==> config.mk <==
export PLATFORM = sky130hd
export DESIGN_NAME = sprite_sort_and_batch
export DESIGN_NICKNAME = d
export VERILOG_FILES = /design/src/sv/ssb_pkg.sv /design/src/sv/ssb_ram.sv /design/src/sv/ssb_select.sv /design/src/sv/sprite_sort_and_batch.sv
export SDC_FILE = /design/constraint.sdc
export NUM_CORES = 2
export LEC_CHECK = 0
export BUFFER_PORTS_ARGS = -buffer_cell sky130_fd_sc_hd__buf_2
export CELL_PAD_IN_SITES_DETAIL_PLACEMENT = 0
export CELL_PAD_IN_SITES_GLOBAL_PLACEMENT = 1
export CORE_MARGIN = 2
export CORE_UTILIZATION = 61
export DETAILED_ROUTE_END_ITERATION = 7
export PLACE_DENSITY_LB_ADDON = 0.25
export SLEW_MARGIN = 0
export SYNTH_ARGS = -nofsm -noshare
export SYNTH_HDL_FRONTEND = slang
export SYNTH_SLANG_ARGS = --single-unit
export TNS_END_PERCENT = 5
==> constraint.sdc <==
create_clock -name aclk -period 19.8 [get_ports aclk]
set_input_delay 3.96 -clock aclk [delete_from_list [all_inputs] [get_ports aclk]]
set_output_delay 3.96 -clock aclk [all_outputs]
set_load 0.05 [all_outputs]
==> src/sv/ssb_pkg.sv <==
// Shared types, constants and sort-key function for the sprite sort and batch block.
package ssb_pkg;

    localparam int MAX_ENTRIES_DEF = 64;
    localparam int VERTS_PER_QUAD  = 6;

    localparam int TEX_W  = 16;
    localparam int DEP_W  = 16;
    localparam int SLOT_W = 6;
    localparam int VOFS_W = 9;
    localparam int MODE_W = 2;
    localparam int KEY_W  = 16;

    localparam logic [MODE_W-1:0] MODE_DEPTH_DESC = 2'd0;
    localparam logic [MODE_W-1:0] MODE_DEPTH_ASC  = 2'd1;
    localparam logic [MODE_W-1:0] MODE_TEX_ASC    = 2'd2;

    localparam logic KIND_ADD   = 1'b0;
    localparam logic KIND_FLUSH = 1'b1;

    typedef struct packed {
        logic clear;       // drop the running best, start a new pass
        logic cand_valid;  // read data this cycle is a candidate
    } sel_ctl_t;

    // Smaller key goes out first; depth is biased so unsigned order is signed order.
    function automatic logic [KEY_W-1:0] sort_key(
        input logic [MODE_W-1:0] mode,
        input logic [TEX_W-1:0]  tex,
        input logic [DEP_W-1:0]  dep
    );
        logic [KEY_W-1:0] biased;
        biased = dep ^ 16'h8000;
        case (mode)
            MODE_DEPTH_DESC: sort_key = ~biased;
            MODE_DEPTH_ASC:  sort_key = biased;
            MODE_TEX_ASC:    sort_key = tex;
            default:         sort_key = '0;
        endcase
    endfunction

endpackage

==> src/sv/ssb_ram.sv <==
// Generic single-write, single-read RAM with registered read data.
module ssb_ram #(
    parameter int WIDTH = 32,
    parameter int DEPTH = 64
) (
    input  logic                     aclk,
    input  logic                     we,
    input  logic [$clog2(DEPTH)-1:0] waddr,
    input  logic [WIDTH-1:0]         wdata,
    input  logic [$clog2(DEPTH)-1:0] raddr,
    output logic [WIDTH-1:0]         rdata
);

    logic [WIDTH-1:0] mem [DEPTH];
    logic [WIDTH-1:0] rdata_reg;

    always_ff @(posedge aclk) begin
        if (we) begin
            mem[waddr] <= wdata;
        end
        rdata_reg <= mem[raddr];
    end

    assign rdata = rdata_reg;

endmodule

==> src/sv/ssb_select.sv <==
// Shared compare unit: tracks the smallest {key, slot} above the last one emitted.
module ssb_select import ssb_pkg::*; #(
    parameter int AW = 6
) (
    input  logic                  aclk,
    input  logic                  aresetn,
    input  sel_ctl_t              ctl,
    input  logic [MODE_W-1:0]     mode,
    input  logic [AW-1:0]         cand_slot,
    input  logic [TEX_W-1:0]      cand_tex,
    input  logic [DEP_W-1:0]      cand_dep,
    input  logic                  have_last,
    input  logic [KEY_W+AW-1:0]   last_comp,
    output logic [KEY_W+AW-1:0]   best_comp,
    output logic [TEX_W-1:0]      best_tex,
    output logic [DEP_W-1:0]      best_dep
);

    logic                best_valid_reg, best_valid_next;
    logic [KEY_W+AW-1:0] best_comp_reg;
    logic [TEX_W-1:0]    best_tex_reg;
    logic [DEP_W-1:0]    best_dep_reg;
    logic [KEY_W+AW-1:0] cand_comp;
    logic                take;

    // slot in the low bits makes every composite unique and keeps ties stable
    assign cand_comp = {sort_key(mode, cand_tex, cand_dep), cand_slot};

    assign take = ctl.cand_valid
               && (!have_last || (cand_comp > last_comp))
               && (!best_valid_reg || (cand_comp < best_comp_reg));

    always_comb begin
        best_valid_next = best_valid_reg;
        if (ctl.clear) begin
            best_valid_next = 1'b0;
        end else if (take) begin
            best_valid_next = 1'b1;
        end
    end

    always_ff @(posedge aclk) begin
        if (!aresetn) begin
            best_valid_reg <= 1'b0;
        end else begin
            best_valid_reg <= best_valid_next;
        end
    end

    always_ff @(posedge aclk) begin
        if (take && !ctl.clear) begin
            best_comp_reg <= cand_comp;
            best_tex_reg  <= cand_tex;
            best_dep_reg  <= cand_dep;
        end
    end

    assign best_comp = best_comp_reg;
    assign best_tex  = best_tex_reg;
    assign best_dep  = best_dep_reg;

endmodule

==> src/sv/sprite_sort_and_batch.sv <==
// Top level of the sprite sort and batch block: entry store, sequencer and output register.
//
// Add items (kind 0) are taken one per cycle while s_ready is high (the block is
// idle) and written to the entry store in arrival order; once MAX_ENTRIES entries
// are held, further adds are dropped and the overflow flag is raised on the last
// result of the next flush. A flush item (kind 1) sorts by sort_mode (0 depth
// descending, 1 depth ascending, 2 texture ascending, 3 arrival order) with ties
// kept in arrival order, and emits one transfer per stored entry. The sort is a
// selection over the store: each output position costs a full pass that reads
// every entry through the single RAM read port into one shared compare unit, so
// a flush of n entries keeps s_ready low for n passes of n reads, each followed by
// a drain state and an emit state that waits while m_ready stalls. A flush of an
// empty store gives no transfer. The last result is held in an output register, so
// the next add can be taken while it still waits for m_ready. sort_mode is written
// through cfg_we/cfg_wdata and should only change while the block is idle.
module sprite_sort_and_batch import ssb_pkg::*; #(
    parameter int MAX_ENTRIES = MAX_ENTRIES_DEF
) (
    input  logic                     aclk,
    input  logic                     aresetn,

    input  logic                     cfg_we,
    input  logic [MODE_W-1:0]        cfg_wdata,

    input  logic                     s_valid,
    output logic                     s_ready,
    input  logic                     s_kind,
    input  logic [TEX_W-1:0]         s_texture_id,
    input  logic signed [DEP_W-1:0]  s_depth_key,

    output logic                     m_valid,
    input  logic                     m_ready,
    output logic [SLOT_W-1:0]        m_entry_slot,
    output logic [TEX_W-1:0]         m_entry_texture,
    output logic signed [DEP_W-1:0]  m_entry_depth,
    output logic                     m_opens_batch,
    output logic [VOFS_W-1:0]        m_vertex_offset,
    output logic                     m_overflowed,
    output logic                     m_last_entry
);

    localparam int AW    = $clog2(MAX_ENTRIES);
    localparam int CW    = $clog2(MAX_ENTRIES + 1);
    localparam int CMP_W = KEY_W + AW;

    // sequencer states
    localparam logic [1:0] ST_IDLE  = 2'd0;  // taking adds and flushes
    localparam logic [1:0] ST_SCAN  = 2'd1;  // issuing store reads for one pass
    localparam logic [1:0] ST_DRAIN = 2'd2;  // last read of the pass reaches the compare
    localparam logic [1:0] ST_EMIT  = 2'd3;  // winner goes to the output register

    logic [1:0]        state_reg, state_next;
    logic [CW-1:0]     count_reg, count_next;
    logic              ovf_reg, ovf_next;
    logic [MODE_W-1:0] mode_reg;
    logic [AW-1:0]     rd_idx_reg, rd_idx_next;
    logic              pend_reg, pend_next;
    logic [AW-1:0]     cand_slot_reg;
    logic [AW-1:0]     pos_reg, pos_next;
    logic [VOFS_W-1:0] vofs_reg, vofs_next;
    logic              have_last_reg, have_last_next;
    logic [CMP_W-1:0]  last_comp_reg;
    logic [TEX_W-1:0]  prev_tex_reg;

    logic              m_valid_reg, m_valid_next;
    logic [SLOT_W-1:0] m_slot_reg;
    logic [TEX_W-1:0]  m_tex_reg;
    logic [DEP_W-1:0]  m_dep_reg;
    logic              m_opens_reg;
    logic [VOFS_W-1:0] m_vofs_reg;
    logic              m_ovf_reg;
    logic              m_last_reg;

    logic              in_xfer;
    logic              out_free;
    logic              load_out;
    logic              is_last;
    logic              ram_we;
    logic [TEX_W+DEP_W-1:0] ram_rdata;
    sel_ctl_t          sel_ctl;
    logic [CMP_W-1:0]  best_comp;
    logic [TEX_W-1:0]  best_tex;
    logic [DEP_W-1:0]  best_dep;

    assign s_ready  = (state_reg == ST_IDLE);
    assign in_xfer  = s_valid && s_ready;
    assign out_free = !m_valid_reg || m_ready;
    assign load_out = (state_reg == ST_EMIT) && out_free;
    assign is_last  = ((CW'(pos_reg) + CW'(1)) == count_reg);
    assign ram_we   = in_xfer && (s_kind == KIND_ADD) && (count_reg < CW'(MAX_ENTRIES));

    always_comb begin
        state_next     = state_reg;
        count_next     = count_reg;
        ovf_next       = ovf_reg;
        rd_idx_next    = rd_idx_reg;
        pend_next      = 1'b0;
        pos_next       = pos_reg;
        vofs_next      = vofs_reg;
        have_last_next = have_last_reg;
        sel_ctl        = '0;
        sel_ctl.cand_valid = pend_reg;

        case (state_reg)
            ST_IDLE: begin
                if (in_xfer) begin
                    if (s_kind == KIND_ADD) begin
                        if (ram_we) begin
                            count_next = count_reg + CW'(1);
                        end else begin
                            ovf_next = 1'b1;
                        end
                    end else if (count_reg != '0) begin
                        state_next     = ST_SCAN;
                        rd_idx_next    = '0;
                        pos_next       = '0;
                        vofs_next      = '0;
                        have_last_next = 1'b0;
                        sel_ctl.clear  = 1'b1;
                    end else begin
                        // empty flush: nothing to emit, drop any stale overflow
                        ovf_next = 1'b0;
                    end
                end
            end
            ST_SCAN: begin
                pend_next = 1'b1;
                if ((CW'(rd_idx_reg) + CW'(1)) == count_reg) begin
                    state_next = ST_DRAIN;
                end else begin
                    rd_idx_next = rd_idx_reg + AW'(1);
                end
            end
            ST_DRAIN: begin
                state_next = ST_EMIT;
            end
            ST_EMIT: begin
                if (out_free) begin
                    have_last_next = 1'b1;
                    pos_next       = pos_reg + AW'(1);
                    vofs_next      = vofs_reg + VOFS_W'(VERTS_PER_QUAD);
                    sel_ctl.clear  = 1'b1;
                    if (is_last) begin
                        state_next = ST_IDLE;
                        count_next = '0;
                        ovf_next   = 1'b0;
                    end else begin
                        state_next  = ST_SCAN;
                        rd_idx_next = '0;
                    end
                end
            end
            default: begin
                state_next = ST_IDLE;
            end
        endcase
    end

    always_comb begin
        m_valid_next = m_valid_reg;
        if (m_valid_reg && m_ready) begin
            m_valid_next = 1'b0;
        end
        if (load_out) begin
            m_valid_next = 1'b1;
        end
    end

    always_ff @(posedge aclk) begin
        if (!aresetn) begin
            state_reg     <= ST_IDLE;
            count_reg     <= '0;
            ovf_reg       <= 1'b0;
            mode_reg      <= MODE_TEX_ASC;
            pend_reg      <= 1'b0;
            have_last_reg <= 1'b0;
            m_valid_reg   <= 1'b0;
        end else begin
            state_reg     <= state_next;
            count_reg     <= count_next;
            ovf_reg       <= ovf_next;
            pend_reg      <= pend_next;
            have_last_reg <= have_last_next;
            m_valid_reg   <= m_valid_next;
            if (cfg_we) begin
                mode_reg <= cfg_wdata;
            end
        end
    end

    // datapath registers, no reset needed
    always_ff @(posedge aclk) begin
        rd_idx_reg    <= rd_idx_next;
        cand_slot_reg <= rd_idx_reg;
        pos_reg       <= pos_next;
        vofs_reg      <= vofs_next;
        if (load_out) begin
            last_comp_reg <= best_comp;
            prev_tex_reg  <= best_tex;
            m_slot_reg    <= SLOT_W'(best_comp[AW-1:0]);
            m_tex_reg     <= best_tex;
            m_dep_reg     <= best_dep;
            m_opens_reg   <= (pos_reg == '0) || (best_tex != prev_tex_reg);
            m_vofs_reg    <= vofs_reg;
            m_ovf_reg     <= is_last && ovf_reg;
            m_last_reg    <= is_last;
        end
    end

    ssb_ram #(
        .WIDTH (TEX_W + DEP_W),
        .DEPTH (MAX_ENTRIES)
    ) u_store (
        .aclk  (aclk),
        .we    (ram_we),
        .waddr (count_reg[AW-1:0]),
        .wdata ({s_texture_id, s_depth_key}),
        .raddr (rd_idx_reg),
        .rdata (ram_rdata)
    );

    ssb_select #(
        .AW (AW)
    ) u_select (
        .aclk      (aclk),
        .aresetn   (aresetn),
        .ctl       (sel_ctl),
        .mode      (mode_reg),
        .cand_slot (cand_slot_reg),
        .cand_tex  (ram_rdata[TEX_W+DEP_W-1:DEP_W]),
        .cand_dep  (ram_rdata[DEP_W-1:0]),
        .have_last (have_last_reg),
        .last_comp (last_comp_reg),
        .best_comp (best_comp),
        .best_tex  (best_tex),
        .best_dep  (best_dep)
    );

    assign m_valid         = m_valid_reg;
    assign m_entry_slot    = m_slot_reg;
    assign m_entry_texture = m_tex_reg;
    assign m_entry_depth   = m_dep_reg;
    assign m_opens_batch   = m_opens_reg;
    assign m_vertex_offset = m_vofs_reg;
    assign m_overflowed    = m_ovf_reg;
    assign m_last_entry    = m_last_reg;

endmodule
==> results.yml <==
yosys:
  yosys.area.top_type: "edfxtp_1"
  ys_warn_count: 0
  syn-instance-count: 3686
  synth.distinct_cells: 61
  ys_async_sr_fraction: 0
  yosysSeqAreaShare: 0.777
  synth-seq-cells: 2241
  mappedNetlistArea_sq_um: 85900
  synth-edff-count: 2187
  synth_ff_type: "edfxtp_1"
  synth_top_cell_area_share: 0.765
  synth_common_cells: "edfxtp_1 (2,187), mux4_2 (637), clkbuf_1 (110)"
  avgSynthCellArea_sq_um: 23.3
  synthesis.nets: 3779
  yosysMostFrequentCell: "edfxtp_1"
  synth_area_leaders: "edfxtp_1 (76%), mux4_2 (17%), dfxtp_1 (1.3%)"
flow_run:
  maxCapViolCount: 0
setup_path:
  required_ns: 15.84
  rr_worst_depth: 8
  crit_fanout: 10
  path_buf_inv: 2
  path_depth: 3
  cpLargestDelayFamily: "buffers and inverters"
  startpoint_type: "flop"
  slowest_delay_ns: 0.35
  worstPathCellList: "inv_1 > ha_1 > buf_2"
  slowest_stage: "dfxtp_1"
  path_class: "reg -> out"
  cp_data_arrival_time_ns: 1.94
  critPathCaptureType: "output pin"
routing:
  wl_um: 203000
  drc: 0
  detail-route-antenna-nets: 0
  routed-via-count: 39700
  routedWlPerCell_um: 34.1
  first_iter_violations: 5621
  drtPass1Iterations: 5
  post_drt_via_cell_ratio: 6.68
cells_and_area:
  area_delta_synth_final_pct: 11.6
  diodes: 0
  post_route_cells_drive_above_1_share: 0.293
  largest_register_ffs: 2048
  layout.nets: 3989
  ff_latch_area_sq_um: 66800
  multi_input_area_sq_um: 18600
  nFillCells: 8420
grt:
  grt_usage: 0.291
  grt_pass1_wl_um: 289000
  grt_overflow: 0
  grt_max_degree: 127
  grt_pass1_vias: 39000
  grt_antenna_before_repair: 9
placed_design:
  port-buffer-count: 90
  place.gp.congestion: 0.859
  detailed_place_hpwl_um: 117000
die:
  core_sq_um: 140000
  ios: 92
  die_w_um: 379
  dieArea_sq_um: 144000
  row_count: 137
  die_height_um: 379
  start_util: 0.615
clock_network:
  cts_resized: 0
  cts.path.max_buffers: 3
  cts_tree: "built"
  clock_latency_ns: 0.83
  clock-root-buffer: "clkbuf_16"
  cts_setup_buffers: 0
  clk_pin_slew_worst_paths_ns: 0.06
  cts_num_sinks: 2241
  holdBufCountCts: 0
  htree_levels: 4
  cts_inserted_buffers: 212
sta:
  rsz0062_at_grt: "no"
  setup_viol: 0
  min_period_over_period: 0.298
  fmax_mhz: 169
  finClkSkew_ns: 0.0402
  post-route-min-period_ns: 5.90
  finalHoldViolations: 0
  slew_headroom: 0.187
  slew_violations: 0
  setup-tns-final_ns: 0
  worst_pin_slew_ns: 1.22
pwr:
  peakVddDrop_v: 0.0000847
  power.leakage_nw: 30.2
  power_mw: 9.85
  power.density_nw_per_um2: 103
worst_hold_path:
  worstHoldPathType: "reg -> reg"
  min_path_cells: 0
status:
  outcome: "finished clean"
[cell type report]
type                            count  share of cell area
Sequential cell                  2241               0.696
Multi-Input combinational cell   1193               0.194
Clock buffer                      288              0.0615
Tap cell                         1876              0.0245
Timing Repair Buffer              190              0.0133
Clock inverter                     99             0.00833
Inverter                           58             0.00227
[report_power, final]
group | internal (mW) | switching, mW
Sequential | 5.24 | 0.0279
Combinational | 0.255 | 0.412
Clock | 2.21 | 1.70
[metal layers]
layer	GRT usage	part of all wire	up-vias
li1	-	-	16000
met1	0.419	0.38	21200
met2	0.448	0.48	2152
met5	0	0	-
met4	0.110	0.040	0
met3	0.0593	0.099	317
[final timing paths]
kind / startpoint / end / slack, ns
hold reg to reg: rd_idx_reg[5] / cand_slot_reg[5] / 0.39
setup / recovery: state_reg[0] / s_ready / 13.90
setup reg to reg: rd_idx_reg[0] / u_store.rdata[17] / 14.41
hold / removal: rd_idx_reg[5] / cand_slot_reg[5] / 0.39
[cell usage in the layout, fill, tap and decap left out, drive strengths merged, types with 16 or more instances in the layout]
cell    count
a21oi      16
a22oi      58
buf       190
clkbuf    288
clkinv     81
dfxtp      54
edfxtp   2187
ha         53
inv        66
mux4      637
nand2      72
nand3      21
nor2       99
nor2b      18
o21ai      33
xnor2      27
xor2       28
[logic make-up (layout without fill, tap and decap cells)]
family	Yosys count	count (layout)	synth area share
muxes	647	647	0.168
adders and majority gates	53	53	0.00772
and+or+nand+nor	273	273	0.0148
other	1	1	0.0000437
buffers and inverters	252	635	0.0126
DFF	2241	2241	0.777
AOI/OAI and AO/OA	161	161	0.0128
xor gates and xnor gates	58	58	0.00641
[per-stage QoR]
step | setup slack, ns | cell area [sq um] | utilization | hold slack [ns] | instances
finish | 13.90 | 95900 | 0.686 | 0.387 | 5945
CTS | 13.85 | 95900 | 0.686 | 0.385 | 5945
global placement | 13.16 | 89200 | 0.638 | 0.369 | 5558
detailed placement | 13.14 | 89200 | 0.638 | 0.368 | 5558
floorplan | 8.63 | 85900 | - | 0.343 | 3686
global route | 13.80 | 95900 | 0.686 | 0.390 | 5945
Power figures use the tool's default switching activity.
